**config.mk**
```make
export PLATFORM = sky130hd
export DESIGN_NAME = mbfe_ctrl
export DESIGN_NICKNAME = d
export VERILOG_FILES = /design/src/hw/rtl/mbfe_pkg.sv /design/src/hw/rtl/mbfe_ctrl.sv
export SDC_FILE = /design/constraint.sdc
export NUM_CORES = 1
export LEC_CHECK = 0
export BUFFER_PORTS_ARGS = -buffer_cell sky130_fd_sc_hd__buf_2
export CAP_MARGIN = 20
export CELL_PAD_IN_SITES_DETAIL_PLACEMENT = 0
export CELL_PAD_IN_SITES_GLOBAL_PLACEMENT = 1
export CORE_MARGIN = 2
export CORE_UTILIZATION = 39
export DETAILED_ROUTE_END_ITERATION = 8
export PLACE_DENSITY = 0.86
export SKIP_CTS_REPAIR_TIMING = 1
export SLEW_MARGIN = 20
export SYNTH_ARGS = -nofsm -noshare
export SYNTH_HDL_FRONTEND = slang
export SYNTH_SLANG_ARGS = --single-unit
```
**constraint.sdc**
```tcl
create_clock -name clock -period 4.9 [get_ports clock]
set_input_delay 0.735 -clock clock [delete_from_list [all_inputs] [get_ports clock]]
set_output_delay 0.735 -clock clock [all_outputs]
set_load 0.05 [all_outputs]
```
**src/hw/rtl/mbfe_pkg.sv**
```systemverilog
// shared types and constants of the mirror border frame expander
// used by the register file, controller, datapath and top level; no dependencies
`default_nettype none

package mbfe_pkg;

   localparam int POS_W      = 10;
   localparam int PIX_W      = 8;
   localparam int ROW_CFG_W  = 9;
   localparam int COL_CFG_W  = 10;
   localparam int REQ_DATA_W = 40;
   localparam int RSP_DATA_W = 16;
   localparam int CSR_DATA_W = 32;
   localparam int CSR_ADDR_W = 4;

   // register indexes, decoded from paddr[3:2]
   localparam logic [1:0] REG_FIRST_ROW = 2'd0;
   localparam logic [1:0] REG_LAST_ROW  = 2'd1;
   localparam logic [1:0] REG_FIRST_COL = 2'd2;
   localparam logic [1:0] REG_LAST_COL  = 2'd3;

   localparam logic [ROW_CFG_W-1:0] RST_FIRST_ROW = 9'd1;
   localparam logic [ROW_CFG_W-1:0] RST_LAST_ROW  = 9'd479;
   localparam logic [COL_CFG_W-1:0] RST_FIRST_COL = 10'd1;
   localparam logic [COL_CFG_W-1:0] RST_LAST_COL  = 10'd639;

   typedef struct packed {
      logic [ROW_CFG_W-1:0] first_row;
      logic [ROW_CFG_W-1:0] last_row;
      logic [COL_CFG_W-1:0] first_col;
      logic [COL_CFG_W-1:0] last_col;
   } crop_cfg_type;

   typedef enum logic [3:0] {
      ST_IDLE,
      ST_CHECK,
      ST_FOLD_PREP,
      ST_FOLD_STEP,
      ST_FOLD_FIN,
      ST_OOR,
      ST_ADDR,
      ST_MEM,
      ST_RDATA
   } ctrl_state_type;

   typedef struct packed {
      logic capture;
      logic fold_prep;
      logic fold_step;
      logic fold_fin;
      logic fold_col;
      logic fold_crop;
      logic addr_calc;
      logic mem_write;
      logic mem_read;
      logic out_load;
      logic out_oor;
   } dp_cmd_type;

   typedef struct packed {
      logic is_read;
      logic in_src;
      logic in_exp;
      logic out_free;
   } dp_status_type;

endpackage

`default_nettype wire

```
**src/hw/rtl/mbfe_ctrl.sv**
```systemverilog
// controller state machine: sequences capture, four mirror folds, address and memory access
// depends on mbfe_pkg for the state enum and the command and status structs
`default_nettype none

module mbfe_ctrl #(
   parameter int STEPS = 11
) (
   input  wire                      clock,
   input  wire                      reset,
   input  wire                      req_tvalid,
   output logic                     req_tready,
   input  mbfe_pkg::dp_status_type  status,
   output mbfe_pkg::dp_cmd_type     cmd
);

   localparam int SW = (STEPS > 1) ? $clog2(STEPS) : 1;

   mbfe_pkg::ctrl_state_type state_ff, state_in;
   logic [SW-1:0]            cnt_ff, cnt_in;
   logic [1:0]               pass_ff, pass_in;

   always_ff @(posedge clock) begin
      if (reset) begin
         state_ff <= mbfe_pkg::ST_IDLE;
         cnt_ff   <= '0;
         pass_ff  <= '0;
      end else begin
         state_ff <= state_in;
         cnt_ff   <= cnt_in;
         pass_ff  <= pass_in;
      end
   end

   // next state
   always_comb begin
      state_in = state_ff;
      unique case (state_ff)
         mbfe_pkg::ST_IDLE: begin
            if (req_tvalid) state_in = mbfe_pkg::ST_CHECK;
         end
         mbfe_pkg::ST_CHECK: begin
            if (status.is_read) begin
               state_in = status.in_exp ? mbfe_pkg::ST_FOLD_PREP : mbfe_pkg::ST_OOR;
            end else begin
               state_in = status.in_src ? mbfe_pkg::ST_ADDR : mbfe_pkg::ST_IDLE;
            end
         end
         mbfe_pkg::ST_FOLD_PREP: state_in = mbfe_pkg::ST_FOLD_STEP;
         mbfe_pkg::ST_FOLD_STEP: begin
            if (cnt_ff == '0) state_in = mbfe_pkg::ST_FOLD_FIN;
         end
         mbfe_pkg::ST_FOLD_FIN: begin
            state_in = (&pass_ff) ? mbfe_pkg::ST_ADDR : mbfe_pkg::ST_FOLD_PREP;
         end
         mbfe_pkg::ST_OOR: begin
            if (status.out_free) state_in = mbfe_pkg::ST_IDLE;
         end
         mbfe_pkg::ST_ADDR: state_in = mbfe_pkg::ST_MEM;
         mbfe_pkg::ST_MEM: begin
            state_in = status.is_read ? mbfe_pkg::ST_RDATA : mbfe_pkg::ST_IDLE;
         end
         mbfe_pkg::ST_RDATA: begin
            if (status.out_free) state_in = mbfe_pkg::ST_IDLE;
         end
         default: state_in = mbfe_pkg::ST_IDLE;
      endcase
   end

   // bit counter of the remainder loop and fold pass index
   // pass order: row source fold, row crop fold, col source fold, col crop fold
   always_comb begin
      cnt_in  = cnt_ff;
      pass_in = pass_ff;
      if (state_ff == mbfe_pkg::ST_CHECK) pass_in = '0;
      if (state_ff == mbfe_pkg::ST_FOLD_FIN) pass_in = pass_ff + 2'd1;
      if (state_ff == mbfe_pkg::ST_FOLD_PREP) cnt_in = SW'(STEPS - 1);
      if (state_ff == mbfe_pkg::ST_FOLD_STEP) cnt_in = cnt_ff - SW'(1);
   end

   // outputs
   always_comb begin
      cmd           = '0;
      req_tready    = 1'b0;
      cmd.fold_col  = pass_ff[1];
      cmd.fold_crop = pass_ff[0];
      unique case (state_ff)
         mbfe_pkg::ST_IDLE: begin
            // no transaction is taken while reset is held
            req_tready  = ~reset;
            cmd.capture = req_tvalid & ~reset;
         end
         mbfe_pkg::ST_CHECK:     ;
         mbfe_pkg::ST_FOLD_PREP: cmd.fold_prep = 1'b1;
         mbfe_pkg::ST_FOLD_STEP: cmd.fold_step = 1'b1;
         mbfe_pkg::ST_FOLD_FIN:  cmd.fold_fin  = 1'b1;
         mbfe_pkg::ST_OOR:       cmd.out_oor   = status.out_free;
         mbfe_pkg::ST_ADDR:      cmd.addr_calc = 1'b1;
         mbfe_pkg::ST_MEM: begin
            cmd.mem_write = ~status.is_read;
            cmd.mem_read  = status.is_read;
         end
         mbfe_pkg::ST_RDATA:     cmd.out_load  = status.out_free;
         default: ;
      endcase
   end

endmodule

`default_nettype wire

```
Yosys cells after proc, flatten, opt, wreduce, memory -nomap -nowiden. Index checks and enable logic that the tools add are counted.

Multiplexer cells: 22. Reduce and logical (&&, ||, !) cells: 7. Bitwise logic cells: 3. Add/subtract/negate cells: 2. Equality and inequality tests: 11.

Operators with widths (number): $pmux W4 S8 (1); $mux W4 (6); $eq A4 B3 Y1 const B (4); $mux W3 (4); $eq A4 B2 Y1 const B (2); $logic_not A4 Y1 (2); $mux W1 (8); $mux W2 (3); $eq A4 B1 Y1 const B (1); $eq A4 B4 Y1 const B (1); $ne A2 B2 Y1 const B (2); $reduce_bool A2 Y1 (2); $sub A4 B1 Y4 const B (1); $reduce_and A3 Y1 (1); $add A2 B1 Y2 const B (1); $ne A2 B1 Y1 const B (1); $not A1 Y1 (2); $reduce_and A2 Y1 (1); $reduce_or A2 Y1 (1); $and A1 B1 Y1 (1).

Input port bits: 7. Output and inout bits: 12. Register bits: 10.

Logic depth before layout (Yosys ltp).
Word-level depth: 4. Gate-level depth with buffers: 6. Gate-level depth less buffers: 6.

Least setup slack after synthesis. OpenSTA, ideal clock, no wires.

Path kind: register to output. Start: register state_ff[1]. End: output port cmd[9] (netlist name). Slack: 1.885 ns. Arrival: 2.280 ns. Stages on the path, launching flop included: 3. Buffers on the path: 1. Cells stage by stage: dfxtp_1 > buf_4 > nor4b_1.

RTL lines: from (decl) (line mbfe_ctrl.sv:18) `mbfe_pkg::ctrl_state_type state_ff, state_in;`; from (signal assigned) (line mbfe_ctrl.sv:24) `state_ff <= mbfe_pkg::ST_IDLE;`; from (signal assigned) (line mbfe_ctrl.sv:28) `state_ff <= state_in;`; to (decl) (line mbfe_ctrl.sv:13) `output mbfe_pkg::dp_cmd_type cmd`.

==> results.ini <==
[worst_setup_path]
path_cells=or4_4 -> nor2_1 -> and2_1 -> buf_2
slowest_delay_ps=600
cpLargestDelayFamily=simple AND/OR/NAND/NOR gates
path_buf_inv=1
path_class=reg -> out
end_kind=primary output
cp.arrival_ps=1870
worstSetupStartpointType=flop
cpMaxStageDelayCell=or4_4
crit_required_ps=4160
crit_path_max_fanout=16

[yosys]
synthArstFlopShare_pct=0
ys_ff_latch=10
synth_top_cell_area_share_pct=27.1
yosysUniqueCellTypes=35
synthesis.nets=107
synth_area_leaders=dfxtp_1 (27%), o21ai_0 (5.4%), ha_1 (5.1%)
synth_cells=97
synth_largest_area_cell=dfxtp_1
netlist_area_um2=738
yosysSeqAreaShare_pct=27.1
yosysMostFrequentCell=dfxtp_1
ys_warn_count=0
synth_edf_count=0
synth_common_cells=dfxtp_1 (10), nand2_1 (9), nor2_1 (9), o21ai_0 (8), a21oi_1 (7)
syn_avg_cell_area_um2=7.61
ys.flop_type=dfxtp_1

[cts]
clkSlewWorstSetupHoldPaths_ps=70
root_buffer=clkbuf_4
clock_latency_ps=270
cts.sinks=10
cts.path.max_buffers=2
numCtsBuffers=3
h-tree-depth=1
cts_tree=yes

[floorplanning]
rows=15
fp.dieH_um=47.5
die_width_um=47.5
io_pins=19
core_mm2=0.00175
dieArea_mm2=0.00226
initial_utilization_pct=42.3

[timing]
slew_violations=0
slew_headroom_pct=59.3
fmax_mhz=384
fin_crit_sh_pct=53.1
setup_viol=0
fin_ws_ps=2300
clock_skew_ps=1.52
hold_violations=0
tightest_slew_ps=610
fin_crit_ps=2600
tns_ps=0
rsz0062_at_grt=false

[pwr]
swShare_pct=48.2
peakVddDrop_uv=362
p_switching_mw=0.226
power_leakage_nw=0.376
p_clk_share_pct=16.5
p_seq_share_pct=33.6
power.density_mw_per_mm2=541
power.share.combinational_pct=49.9
p_int_mw=0.242

[global_routing]
antenna_found_initial=0
use_met2_pct=29.2
use_met3_pct=4.53
grt_remaining_overflow=0
met1_usage_pct=24.1
grt_pass1_wl_um=2870
grt_pass1_vias=656
grtUsageTotal_pct=18.6
grt.busiest_layer=met2
grt_max_degree=22

[min_path]
hold_class=reg -> reg

[finish]
antenna_cells=0
syn_to_final_growth_pct=17.3
drive_above_1_share_pct=24.8
nets=124
instances_no_fill=138

[placed_design]
gp_congestion=0.745
place_inst=134
port_buffers=18
hpwl_um=1280
detailedPlace.worstSlack_ps=2600

[status]
outcome=complete, no violations

[detailed_routing]
final_antenna_net_count=0
viasPerCell=5.41
wl_per_cell_um=12.9
drc=0
drt_iter0_drc=12
drt-total-wl_um=1780
dr.pass1.iters=4
vias=746

[run]
cap_violations=0

==> flip-flops by register name, summed over array words and instances, names as in the netlist <==
signal	count
pass_ff	2
cnt_ff	4
state_ff	4
==> tightest hold or removal path, cell delays in order (launching register included) <==
cell,delay [ps]
dfxtp_1,330
nand2_1,60
a21oi_1,50
==> final timing paths <==
kind                       startpoint                        to  slack [ps]  cells past startpoint
min reg2reg    cnt_ff[0]$_SDFFE_PP0P_    cnt_ff[0]$_SDFFE_PP0P_         490                      2
max reg2reg  state_ff[3]$_SDFFE_PP0P_  state_ff[0]$_SDFFE_PP0P_        2990                      4
max          state_ff[0]$_SDFFE_PP0P_                   cmd[10]        2300                      4
min            cnt_ff[0]$_SDFFE_PP0P_    cnt_ff[0]$_SDFFE_PP0P_         490                      2
==> cell type report <==
type / count / area (um2)
Fill cell: 180 / 880
Inverter: 6 / 22.5
Sequential cell: 10 / 200
Tap cell: 25 / 31.3
Multi-Input combinational cell: 75 / 485
Clock buffer: 4 / 36.3
Timing Repair Buffer: 18 / 90.1
==> cell usage in the layout (no fill, tap or decap), types with 2 or more instances in the layout <==
cell	instances
or3b_2	2
inv_1	5
nor4b_1	2
nand2_1	9
nor2_1	9
clkbuf_4	3
a21oi_1	7
nor3b_1	3
o21ai_0	8
ha_1	3
nor3_1	2
a311oi_1	2
nor2b_1	6
mux2i_1	2
dfxtp_1	10
nor4_1	2
buf_2	18
and3_1	3
==> through the flow <==
| step | utilization, % | hold slack, ps | total power [mW] | area, um2 |
|---|---|---|---|---|
| after floorplan | - | 450 | 0.346 | 738 |
| after global placement | 47.5 | 472 | 0.382 | 830 |
| after detailed placement | 47.5 | 475 | 0.389 | 830 |
| after CTS | 49.6 | 488 | 0.468 | 866 |
| after global routing | 49.6 | 499 | 0.504 | 866 |
| final | 49.6 | 485 | 0.468 | 866 |
==> per-layer routing <==
| metal | routed length [um] | up-vias |
|---|---|---|
| met5 | 0 | - |
| li1 | - | 380 |
| met2 | 818 | 18 |
| met1 | 869 | 346 |
| met3 | 77 | 2 |
| met4 | 17 | 0 |
==> power groups by stage <==
| stage | combinational, mW | clock (mW) | sequential, mW |
|---|---|---|---|
| detailed placement | 0.233 | 0 | 0.157 |
| global route | 0.258 | 0.0822 | 0.163 |
| CTS | 0.234 | 0.0792 | 0.155 |
| global placement | 0.228 | 0 | 0.154 |
| finish | 0.234 | 0.0770 | 0.157 |
| floorplan | 0.213 | 0 | 0.132 |
==> cells by family after synthesis <==
group / count (synthesis) / synth area share [%]
adders and majority gates: 3 / 5.09
DFF: 10 / 27.1
and+or+nand+nor: 46 / 36.1
AOI/OAI and AO/OA: 23 / 20.3
buffers and inverters: 12 / 7.12
muxes: 3 / 4.24
(Power assumes the default switching activity.)
