===== src/hw/rtl/mbfe_pkg.sv =====
// shared types and constants of the mirror border frame expander
// used by the register file, controller, datapath and top level; no dependencies
`default_nettype none

package mbfe_pkg;

   localparam int POS_W      = 10;
   localparam int PIX_W      = 8;
   localparam int ROW_CFG_W  = 9;
   localparam int COL_CFG_W  = 10;
   localparam int REQ_DATA_W = 40;
   localparam int RSP_DATA_W = 16;
   localparam int CSR_DATA_W = 32;
   localparam int CSR_ADDR_W = 4;

   // register indexes, decoded from paddr[3:2]
   localparam logic [1:0] REG_FIRST_ROW = 2'd0;
   localparam logic [1:0] REG_LAST_ROW  = 2'd1;
   localparam logic [1:0] REG_FIRST_COL = 2'd2;
   localparam logic [1:0] REG_LAST_COL  = 2'd3;

   localparam logic [ROW_CFG_W-1:0] RST_FIRST_ROW = 9'd1;
   localparam logic [ROW_CFG_W-1:0] RST_LAST_ROW  = 9'd479;
   localparam logic [COL_CFG_W-1:0] RST_FIRST_COL = 10'd1;
   localparam logic [COL_CFG_W-1:0] RST_LAST_COL  = 10'd639;

   typedef struct packed {
      logic [ROW_CFG_W-1:0] first_row;
      logic [ROW_CFG_W-1:0] last_row;
      logic [COL_CFG_W-1:0] first_col;
      logic [COL_CFG_W-1:0] last_col;
   } crop_cfg_type;

   typedef enum logic [3:0] {
      ST_IDLE,
      ST_CHECK,
      ST_FOLD_PREP,
      ST_FOLD_STEP,
      ST_FOLD_FIN,
      ST_OOR,
      ST_ADDR,
      ST_MEM,
      ST_RDATA
   } ctrl_state_type;

   typedef struct packed {
      logic capture;
      logic fold_prep;
      logic fold_step;
      logic fold_fin;
      logic fold_col;
      logic fold_crop;
      logic addr_calc;
      logic mem_write;
      logic mem_read;
      logic out_load;
      logic out_oor;
   } dp_cmd_type;

   typedef struct packed {
      logic is_read;
      logic in_src;
      logic in_exp;
      logic out_free;
   } dp_status_type;

endpackage

`default_nettype wire


===== src/hw/rtl/mbfe_csr.sv =====
// crop window register file behind the apb-style configuration port
// depends on mbfe_pkg for register indexes, reset values and the crop struct
`default_nettype none

module mbfe_csr (
   input  wire                              clock,
   input  wire                              reset,
   input  wire                              csr_psel,
   input  wire                              csr_penable,
   input  wire                              csr_pwrite,
   input  wire  [mbfe_pkg::CSR_ADDR_W-1:0]  csr_paddr,
   input  wire  [mbfe_pkg::CSR_DATA_W-1:0]  csr_pwdata,
   output logic [mbfe_pkg::CSR_DATA_W-1:0]  csr_prdata,
   output logic                             csr_pready,
   output mbfe_pkg::crop_cfg_type           crop
);

   logic [mbfe_pkg::ROW_CFG_W-1:0] first_row_ff;
   logic [mbfe_pkg::ROW_CFG_W-1:0] last_row_ff;
   logic [mbfe_pkg::COL_CFG_W-1:0] first_col_ff;
   logic [mbfe_pkg::COL_CFG_W-1:0] last_col_ff;
   logic [1:0]                     reg_idx;
   logic                           wr_en;

   assign reg_idx    = csr_paddr[mbfe_pkg::CSR_ADDR_W-1:2];
   assign wr_en      = csr_psel & csr_penable & csr_pwrite;
   assign csr_pready = 1'b1;

   always_ff @(posedge clock) begin
      if (reset) begin
         first_row_ff <= mbfe_pkg::RST_FIRST_ROW;
         last_row_ff  <= mbfe_pkg::RST_LAST_ROW;
         first_col_ff <= mbfe_pkg::RST_FIRST_COL;
         last_col_ff  <= mbfe_pkg::RST_LAST_COL;
      end else if (wr_en) begin
         unique case (reg_idx)
            mbfe_pkg::REG_FIRST_ROW: first_row_ff <= csr_pwdata[mbfe_pkg::ROW_CFG_W-1:0];
            mbfe_pkg::REG_LAST_ROW:  last_row_ff  <= csr_pwdata[mbfe_pkg::ROW_CFG_W-1:0];
            mbfe_pkg::REG_FIRST_COL: first_col_ff <= csr_pwdata[mbfe_pkg::COL_CFG_W-1:0];
            mbfe_pkg::REG_LAST_COL:  last_col_ff  <= csr_pwdata[mbfe_pkg::COL_CFG_W-1:0];
            default: ;
         endcase
      end
   end

   always_comb begin
      unique case (reg_idx)
         mbfe_pkg::REG_FIRST_ROW: csr_prdata = mbfe_pkg::CSR_DATA_W'(first_row_ff);
         mbfe_pkg::REG_LAST_ROW:  csr_prdata = mbfe_pkg::CSR_DATA_W'(last_row_ff);
         mbfe_pkg::REG_FIRST_COL: csr_prdata = mbfe_pkg::CSR_DATA_W'(first_col_ff);
         mbfe_pkg::REG_LAST_COL:  csr_prdata = mbfe_pkg::CSR_DATA_W'(last_col_ff);
         default:                 csr_prdata = '0;
      endcase
   end

   assign crop.first_row = first_row_ff;
   assign crop.last_row  = last_row_ff;
   assign crop.first_col = first_col_ff;
   assign crop.last_col  = last_col_ff;

endmodule

`default_nettype wire


===== config.mk =====
export PLATFORM = sky130hd
export DESIGN_NAME = mbfe_csr
export DESIGN_NICKNAME = d
export VERILOG_FILES = /design/src/hw/rtl/mbfe_pkg.sv /design/src/hw/rtl/mbfe_csr.sv
export SDC_FILE = /design/constraint.sdc
export NUM_CORES = 1
export LEC_CHECK = 0
export BUFFER_PORTS_ARGS = -buffer_cell sky130_fd_sc_hd__buf_2
export CAP_MARGIN = 20
export CORE_UTILIZATION = 41
export CTS_BUF_LIST = sky130_fd_sc_hd__clkbuf_4
export CTS_CLUSTER_SIZE = 28
export DETAILED_ROUTE_END_ITERATION = 6
export GPL_ROUTABILITY_DRIVEN = 0
export PLACE_DENSITY = 0.86
export SLEW_MARGIN = 10
export SYNTH_ARGS = -nofsm -noshare
export SYNTH_HDL_FRONTEND = slang
export SYNTH_SLANG_ARGS = --single-unit

===== constraint.sdc =====
create_clock -name clock -period 1.2 [get_ports clock]
set_clock_uncertainty 0.1 [all_clocks]
set_input_delay 0.12 -clock clock [delete_from_list [all_inputs] [get_ports clock]]
set_output_delay 0.12 -clock clock [all_outputs]
set_load 0.05 [all_outputs]

* Word level (Yosys, flattened, before mapping) *
Cells that the tools add are included.

operators by class
  equality and inequality tests = 3
  muxes and demuxes = 1
  bitwise logic cells = 2
  reductions and logical operators = 5

operator list
  operator            count
  $pmux 32 s4         1
  $reduce_and 2->1    4
  $eq 2x2->1 const B  2
  $and 1x1->1         2
  $eq 2x1->1 const B  1
  $logic_not 2->1     1

word-level totals
  register bits after elaboration = 38
  input bits = 41
  output and inout bits = 71
  word-level logic and storage cells = 15

* Logic depth before layout (Yosys ltp) *
Gate-level depths: netlist of the first run.

  depth in word-level cells = 3
  gate-level depth with buffers = 4
  gate-level depth less buffers = 3

* Worst setup path after synthesis of the first run *
No wires, ideal clock.

  path type = flip-flop to output port
  start point = register last_col_ff[9] (netlist name)
  end point = output port csr_prdata[9] (netlist name)
  arrival time = 1.488 ns
  data required time = 0.980 ns
  setup slack = -0.508 ns
  stages on the path, launching flop included = 3
  path buffers = 0
  cells stage by stage = dfxtp_1 > mux2i_1 > nor2b_1

between the ends
  longest elaborated chain between the ends = 1

RTL lines
  element                 RTL line        text
  start, declared         mbfe_csr.sv:21  logic [mbfe_pkg::COL_CFG_W-1:0] last_col_ff;
  start signal, assigned  mbfe_csr.sv:34  last_col_ff <= mbfe_pkg::RST_LAST_COL;
  start signal, assigned  mbfe_csr.sv:40  mbfe_pkg::REG_LAST_COL: last_col_ff <= csr_pwdata[mbfe_pkg::COL_CFG_W-1:0];
  $pmux 32 s4             mbfe_csr.sv:47  unique case (reg_idx)
  end, declared           mbfe_csr.sv:13  output logic [mbfe_pkg::CSR_DATA_W-1:0] csr_prdata,

No other way between the ends. The select of a mux whose other input is x is not followed.

* Worst setup path in the final report of the first run *
  start point = register last_col_ff[8] (netlist name)
  end point = output port csr_prdata[8] (netlist name)

Same word-level chain as after synthesis.

==> results of run 1 <==
-- per-layer routing --
layer / global-route usage / vias to the layer above / part of all wire
li1: - / 804 / -
met1: 0.234 / 818 / 0.37
met3: 0.0556 / 4 / 0.045
met4: 0.0689 / 0 / 0.0064
met5: 0 / - / 0
met2: 0.416 / 61 / 0.58
-- report_power, final --
group	internal (uW)	switching, uW	leakage, uW
Combinational	237	433	0.00118
Clock	457	391	0.0000433
Sequential	1230	12.4	0.000318
Total	1920	837	0.00154
-- synth_stat cells (2+ instances only) --
| cell | instances | area share |
|---|---|---|
| buf_2 | 3 | 0.0077 |
| buf_4 | 24 | 0.093 |
| clkbuf_1 | 7 | 0.014 |
| conb_1 | 2 | 0.0039 |
| dfxtp_1 | 38 | 0.39 |
| mux2i_1 | 39 | 0.20 |
| mux4_2 | 9 | 0.10 |
| nand2b_1 | 29 | 0.093 |
| nor2_1 | 28 | 0.054 |
-- cells by family (layout without fill, tap and decap cells) --
kind of cell  Yosys count  count (layout)
flops                  38              38
simple gates           64              64
mux                    48              48
other cells             2              23
buf+inv                35             126
-- placed cells by master, fill, tap and decap left out --
cell type       n
mux2i_1        38
buf_6          33
mux4_2          9
and3_2          1
buf_2          16
and3_4          1
dlygate4sd3_1  10
conb_1         23
nand3_2         1
nor2_1         28
dfxtp_4        27
buf_12          2
clkinv_1        1
nor2b_4         1
buf_8          25
and3b_2         1
mux2i_2         1
bufinv_16       1
clkbuf_4       14
or3b_1          1
nand2b_1       29
dfxtp_2        11
nand3b_1        1
buf_4          24
-- state kept, by name (all words and copies together) (netlist names) --
| name | flops |
|---|---|
| first_row_ff | 9 |
| last_col_ff | 10 |
| first_col_ff | 10 |
| last_row_ff | 9 |
-- cell type report --
type / instances / area, sq um
Multi-Input combinational cell: 135 / 1040
Fill cell: 301 / 1180
Clock buffer: 6 / 45.0
Timing Repair Buffer: 118 / 1210
Clock inverter: 2 / 33.8
Sequential cell: 38 / 876
Tap cell: 52 / 65.1
-- worst min-delay path by stage --
stage                        from               to  slack (ns)  depth (start not counted)
finish                      reset  first_row_ff[0]        0.05                          3
global route                reset   last_row_ff[0]        0.05                          3
CTS                         reset  first_row_ff[0]        0.02                          3
detailed placement  csr_pwdata[8]   last_row_ff[8]        0.30                          3
global placement    csr_pwdata[7]   last_row_ff[7]        0.29                          3
floorplan           csr_pwdata[9]  first_col_ff[9]        0.17                          2
-- worst max-delay path, cell delays in order, from the launching register on --
cell and delay [ns]:
dfxtp_4 0.35, mux4_2 0.50, buf_8 0.17
-- through the flow --
stage | cell area (sq um) | util
floorplan | 2140 | -
global placement | 2610 | 0.586
detailed placement | 2610 | 0.586
CTS | 3140 | 0.706
global route | 3270 | 0.735
finish | 3270 | 0.735
-- what timing repair did --
| action | in CTS | in global routing |
|---|---|---|
| endpoints found under the setup margin | 38 | 44 |
| cloned | 0 | 0 |
| buffers inserted | 1 | 8 |
| hold buffers | 10 | 0 |
| gates resized for setup | 105 | 32 |
| endpoints found under the hold margin | 36 | 0 |
==> summary.log, run 1 <==
INFO  timing         final_hold_viol_count=0
INFO  routing        avgRoutedWirePerCell=15.2um
INFO  critical_path  worst-path-max-fanout=2
INFO  die            initial_utilization=0.437
INFO  global_routing grt_start_max_net_pins=37
INFO  critical_path  startpoint=last_col_ff[8]
INFO  hold_path      hp-class=in2reg
INFO  routing        initialDrtViolationCount=86
INFO  clock_tree     clockBufferDepth=2
INFO  global_routing track_usage=0.218
INFO  global_routing grt_overflow_total=0
INFO  die            die_width=70.8um
INFO  yosys          yosys-mux-area-fraction=0.305
INFO  global_routing grt_pass1_wl=8.23mm
INFO  yosys          synth-edff-count=0
INFO  timing         peak_freq=634MHz
INFO  run_status     violations=DRC, setup timing
INFO  routing        wire_length_reported_by_the_detailed_router=5.33mm
INFO  die            dieArea=5020squm
INFO  cells_and_area final_net_count=339
INFO  critical_path  worstRegToRegCells=4
INFO  place          dp.cells=327
INFO  yosys          count_of_distinct_cell_types_in_the_synthesized_netlist=17
INFO  power          power.leakage=0.00154uW
INFO  yosys          synth_cells=187
INFO  place          dpl_worst_slack=-0.339ns
INFO  cells_and_area layout-drive-gt1-share=0.562
INFO  place          dpl_wire_length=3.31mm
INFO  timing         worst_hold_slack=0.0484ns
INFO  critical_path  critical_path.reg2reg.endpoint=last_row_ff[2]
INFO  clock_tree     cts_inserted_buffers=5
INFO  clock_tree     clk_pin_slew=0.11ns
INFO  routing        antenna_violating_nets_post_route=0
INFO  cells_and_area stdcell_count=351
INFO  critical_path  r2r-start=last_row_ff[2]
INFO  clock_tree     cts_tree=done
INFO  global_routing antenna_found_initial=0
INFO  critical_path  cp-end-kind=output pin
INFO  yosys          synth_flop_cell=dfxtp_1
INFO  routing        detail_route.drc_violations=10
INFO  critical_path  critical_path_arrival=1.36ns
INFO  yosys          yosys_warnings=0
INFO  cells_and_area areaGrowthSynthToFinish=68.2%
INFO  die            row_count=24
INFO  routing        dr.pass1.iters=7
INFO  run            max_cap_violations=0
INFO  yosys          syn-cell-area=1940squm
INFO  clock_tree     clk_latency=0.33ns
INFO  critical_path  worstSetupPathType=reg2out
INFO  run_status     run_status=complete, but fails checks
INFO  timing         fin_max_slew_vios=0
INFO  yosys          synth_simple_gate_area_share=0.179
INFO  cells_and_area antenna-diode-count=0
INFO  place          port-buffer-count=64
INFO  timing         finalSetupViolations=12
INFO  die            boundaryPins=112
INFO  power          post_route_total_power=2760uW
INFO  yosys          sequential_to_total_area_share_from_yosys_stat=0.392
INFO  critical_path  endpoint_required_time_on_the_critical_path=0.98ns
INFO  critical_path  endpoint=csr_prdata[8]
INFO  power          vdd.ir_drop.worst=490uV
INFO  clock_tree     clock_sink_count=38
INFO  yosys          share_of_the_synthesized_area_in_compound_gates_ao_oa_aoi_oai=0
INFO  yosys          synth_adder_area_share=0
INFO  global_routing grt_pass1_vias=1,659
INFO  power          p_per_area=844nW/um^2
INFO  timing         setup_ws=-0.379ns
INFO  routing        routed-via-count=1,687
INFO  yosys          synth_top_family_by_area=multiplexers
INFO  timing         finalWorstPathRequiredPeriod=1.58ns
INFO  die            die_height=70.8um
INFO  clock_tree     clk_root_buffer_cell=clkbuf_4
INFO  routing        vias_per_cell=4.81
INFO  timing         rsz_0062_raised_after_global_routing=true
INFO  yosys          synth_async_sr_flop_share=0
INFO  timing         final.period_utilization=1.32
INFO  yosys          mean_instance_size_in_the_synthesized_netlist=10.4squm
INFO  critical_path  setup.reg_to_reg.worst_slack=0.22ns
INFO  clock_tree     cts.htree.levels=2
INFO  critical_path  worst_setup_start_kind=flop
INFO  timing         setup-tns-final=-3.44ns
INFO  yosys          postSynthRegisterBits=38
INFO  die            core=4440squm
INFO  yosys          synth_xor_xnor_area_share=0
Power figures use the tool's default switching activity.
==> inputs of run 2 (changes only) <==
--- a/config.mk
+++ b/config.mk
@@ -5,8 +5,9 @@
 export SDC_FILE = /design/constraint.sdc
 export NUM_CORES = 1
 export LEC_CHECK = 0
-export BUFFER_PORTS_ARGS = -buffer_cell sky130_fd_sc_hd__buf_2
+export BUFFER_PORTS_ARGS = -buffer_cell sky130_fd_sc_hd__buf_4
 export CAP_MARGIN = 20
+export CORE_ASPECT_RATIO = 0.7
 export CORE_UTILIZATION = 41
 export CTS_BUF_LIST = sky130_fd_sc_hd__clkbuf_4
 export CTS_CLUSTER_SIZE = 28
==> run 2 against run 1 <==
Compared with the run above: the flow still finishes with violations (DRC, setup timing); power decreased by 5.6%; non-clock buffer count is 6 higher; hold slack improved by 0.098 ns; flip-flop and latch count unchanged; maximum frequency is 0.37% lower; via count fell by 0.89%; sequential share of layout area decreased by 1.2 points; combinational power is 5.1% higher; cell count is 2.6% higher; cell area is 5.3% higher; die area hardly changed; core utilization is 4.1 points higher; critical path type unchanged; critical endpoint unchanged; highest routed layer unchanged.
==> summary.log, run 2 (same netlist as run 1, synthesis figures left out) <==
INFO  run_status     run_status=complete, but fails checks [unchanged]
INFO  run_status     violations=DRC, setup timing [unchanged]
INFO  routing        vias_per_cell=4.64 [was 4.81]
INFO  critical_path  timing.critical_path.cells=mux4_2 > buf_6 [was mux4_2 > buf_8]
INFO  die            die_width=84.3um [was 70.8 um]
INFO  routing        detail_route.drc_violations=6 [was 10]
INFO  critical_path  worstRegToRegCells=4 [unchanged]
INFO  critical_path  r2r-start=last_col_ff[0] [was last_row_ff[2]]
INFO  hold_path      hp-class=in2reg [unchanged]
INFO  routing        avgRoutedWirePerCell=15.4um [was 15.2 um]
INFO  power          vdd.ir_drop.worst=482uV [was 490 uV]
INFO  critical_path  crit_slowest_cell=mux4_2 [unchanged]
INFO  global_routing track_usage=0.213 [was 0.218]
INFO  timing         worst_hold_slack=0.147ns [was 0.0484 ns]
INFO  clock_tree     cts.htree.levels=2 [unchanged]
INFO  power          power.leakage=0.00161uW [was 0.00154 uW]
INFO  cells_and_area postLayoutCellArea=3440squm [was 3270 sq um]
INFO  cells_and_area antenna-diode-count=0 [unchanged]
INFO  hold_path      hold_start=reset [unchanged]
INFO  cells_and_area fillers=301 [unchanged]
INFO  cells_and_area areaGrowthSynthToFinish=77.1% [was 68.2%]
INFO  timing         final_hold_viol_count=0 [unchanged]
INFO  place          dp.cells=334 [was 327]
INFO  critical_path  cp-end-kind=output pin [unchanged]
INFO  cells_and_area multi_input_comb_area=1050squm [was 1040 sq um]
INFO  cells_and_area layout.core_utilization=0.776 [was 0.735]
INFO  power          p_per_area=757nW/um^2 [was 844 nW/um^2]
INFO  global_routing grt_pass1_vias=1,655 [was 1,659]
INFO  place          port-buffer-count=64 [unchanged]
INFO  timing         finalSetupViolations=12 [unchanged]
INFO  critical_path  critical_path.reg2reg.endpoint=last_col_ff[0] [was last_row_ff[2]]
INFO  cells_and_area final-seq-area=881squm [was 876 sq um]
INFO  routing        dr.pass1.iters=7 [unchanged]
INFO  clock_tree     clockBufferDepth=2 [unchanged]
INFO  place          detailed_place.area=2800squm [was 2610 sq um]
INFO  cells_and_area layout-drive-gt1-share=0.570 [was 0.562]
INFO  run            max_cap_violations=0 [unchanged]
INFO  critical_path  worstSetupPathType=reg2out [unchanged]
INFO  global_routing grt_pass1_wl=8.02mm [was 8.23 mm]
INFO  hold_path      min_to=last_row_ff[7] [was first_row_ff[0]]
INFO  routing        initialDrtViolationCount=59 [was 86]
INFO  cells_and_area layout_commonest_cell=buf_6 [was mux2i_1]
INFO  timing         rsz_0062_raised_after_global_routing=true [unchanged]
INFO  clock_tree     clk_pin_slew=0.11ns [about the same]
INFO  die            core=4430squm [was 4440 sq um]
INFO  global_routing grt_start_max_net_pins=32 [was 37]
INFO  cells_and_area final_net_count=345 [was 339]
INFO  timing         final.period_utilization=1.32 [about the same]
INFO  global_routing grt_overflow_total=0 [unchanged]
INFO  critical_path  endpoint_required_time_on_the_critical_path=0.98ns [about the same]
INFO  die            dieArea=5020squm [about the same]
INFO  timing         fin_max_slew_vios=0 [unchanged]
INFO  clock_tree     clock_sink_count=38 [unchanged]
INFO  critical_path  setup.reg_to_reg.worst_slack=0.21ns [was 0.22 ns]
INFO  routing        routed-via-count=1,672 [was 1,687]
INFO  cells_and_area largest_registers=first_col_ff: 10 flops, last_col_ff: 10 flops [unchanged]
INFO  critical_path  startpoint=last_col_ff[8] [unchanged]
INFO  timing         peak_freq=631MHz [was 634 MHz]
INFO  clock_tree     cts_inserted_buffers=5 [unchanged]
INFO  critical_path  worst-path-max-fanout=2 [unchanged]
INFO  timing         finalWorstPathRequiredPeriod=1.58ns [about the same]
INFO  die            initial_utilization=0.438 [was 0.437]
INFO  die            die_height=59.6um [was 70.8 um]
INFO  cells_and_area layout.cells.most_common_list=buf_6, mux2i_1, buf_4 [was mux2i_1, buf_6, nand2b_1]
INFO  hold_path      whs_path_depth=4 [was 3]
INFO  cells_and_area stdcell_count=360 [was 351]
INFO  critical_path  cp_slowest_stage_delay=0.50ns [about the same]
INFO  timing         setup_ws=-0.384ns [was -0.379 ns]
INFO  clock_tree     cts_tree=done [unchanged]
INFO  die            boundaryPins=112 [unchanged]
INFO  routing        antenna_violating_nets_post_route=0 [unchanged]
INFO  clock_tree     clk_latency=0.33ns [about the same]
INFO  die            row_count=20 [was 24]
INFO  global_routing antenna_found_initial=0 [unchanged]
INFO  critical_path  worst_setup_start_kind=flop [unchanged]
INFO  routing        wire_length_reported_by_the_detailed_router=5.55mm [was 5.33 mm]
INFO  clock_tree     clk_root_buffer_cell=clkbuf_4 [unchanged]
INFO  place          dpl_wire_length=3.61mm [was 3.31 mm]
INFO  critical_path  critical_path_arrival=1.36ns [about the same]
run 2: worst max-delay path: cells and delay by family, from the launching register on:
family | cells | cell delay (ns)
muxes | 1 | 0.50
buffers and inverters | 1 | 0.17
DFF | 1 | 0.36
run 2: per-stage QoR:
step           total power (uW)  setup WS, ns  setup TNS [ns]
5_1_grt                    2710        -0.425           -4.41
6_report                   2600        -0.384           -3.60
3_3_place_gp               1870        -0.130           -1.92
3_5_place_dp               1870        -0.135           -2.18
2_1_floorplan              1760       -0.0465          -0.419
4_1_cts                    2590        -0.388           -3.59
run 2: where the power goes:
part | total [uW] | internal [uW] | switching [uW] | leakage, uW
registers | 1230 | 1220 | 12.9 | 0.000319
clock network | 663 | 243 | 420 | 0.0000331
logic | 704 | 264 | 440 | 0.00126
run 2: routing by layer:
| layer | vias up | share of wire | track usage |
|---|---|---|---|
| li1 | 815 | - | - |
| met1 | 802 | 0.39 | 0.244 |
| met2 | 51 | 0.55 | 0.416 |
| met3 | 4 | 0.050 | 0.0599 |
| met4 | 0 | 0.012 | 0.0222 |
| met5 | - | 0 | 0 |
run 2: what timing repair did:
| item | 4_1_cts | 5_1_grt |
|---|---|---|
| hold buffers | 10 | 0 |
| endpoints found under the setup margin | 41 | 42 |
| resized for setup | 65 | 50 |
| buffers inserted | 1 | 12 |
| hold endpoints to repair | 26 | 0 |
run 2: final cells by class:
cell class / count / area share
well taps: 55 / 0.0200
clock buffers: 6 / 0.0131
clock inverters: 2 / 0.00255
multi-input cells: 135 / 0.305
flip-flops and latches: 38 / 0.256
repair buffers: 124 / 0.404
run 2: worst max path at each step:
stage | endpoint | slack, ns | cells past startpoint
finish | csr_prdata[8] | -0.38 | 2
global route | csr_prdata[0] | -0.43 | 2
CTS | csr_prdata[8] | -0.39 | 2
detailed placement | csr_prdata[8] | -0.13 | 3
global placement | csr_prdata[8] | -0.13 | 3
floorplan | csr_prdata[7] | -0.05 | 1
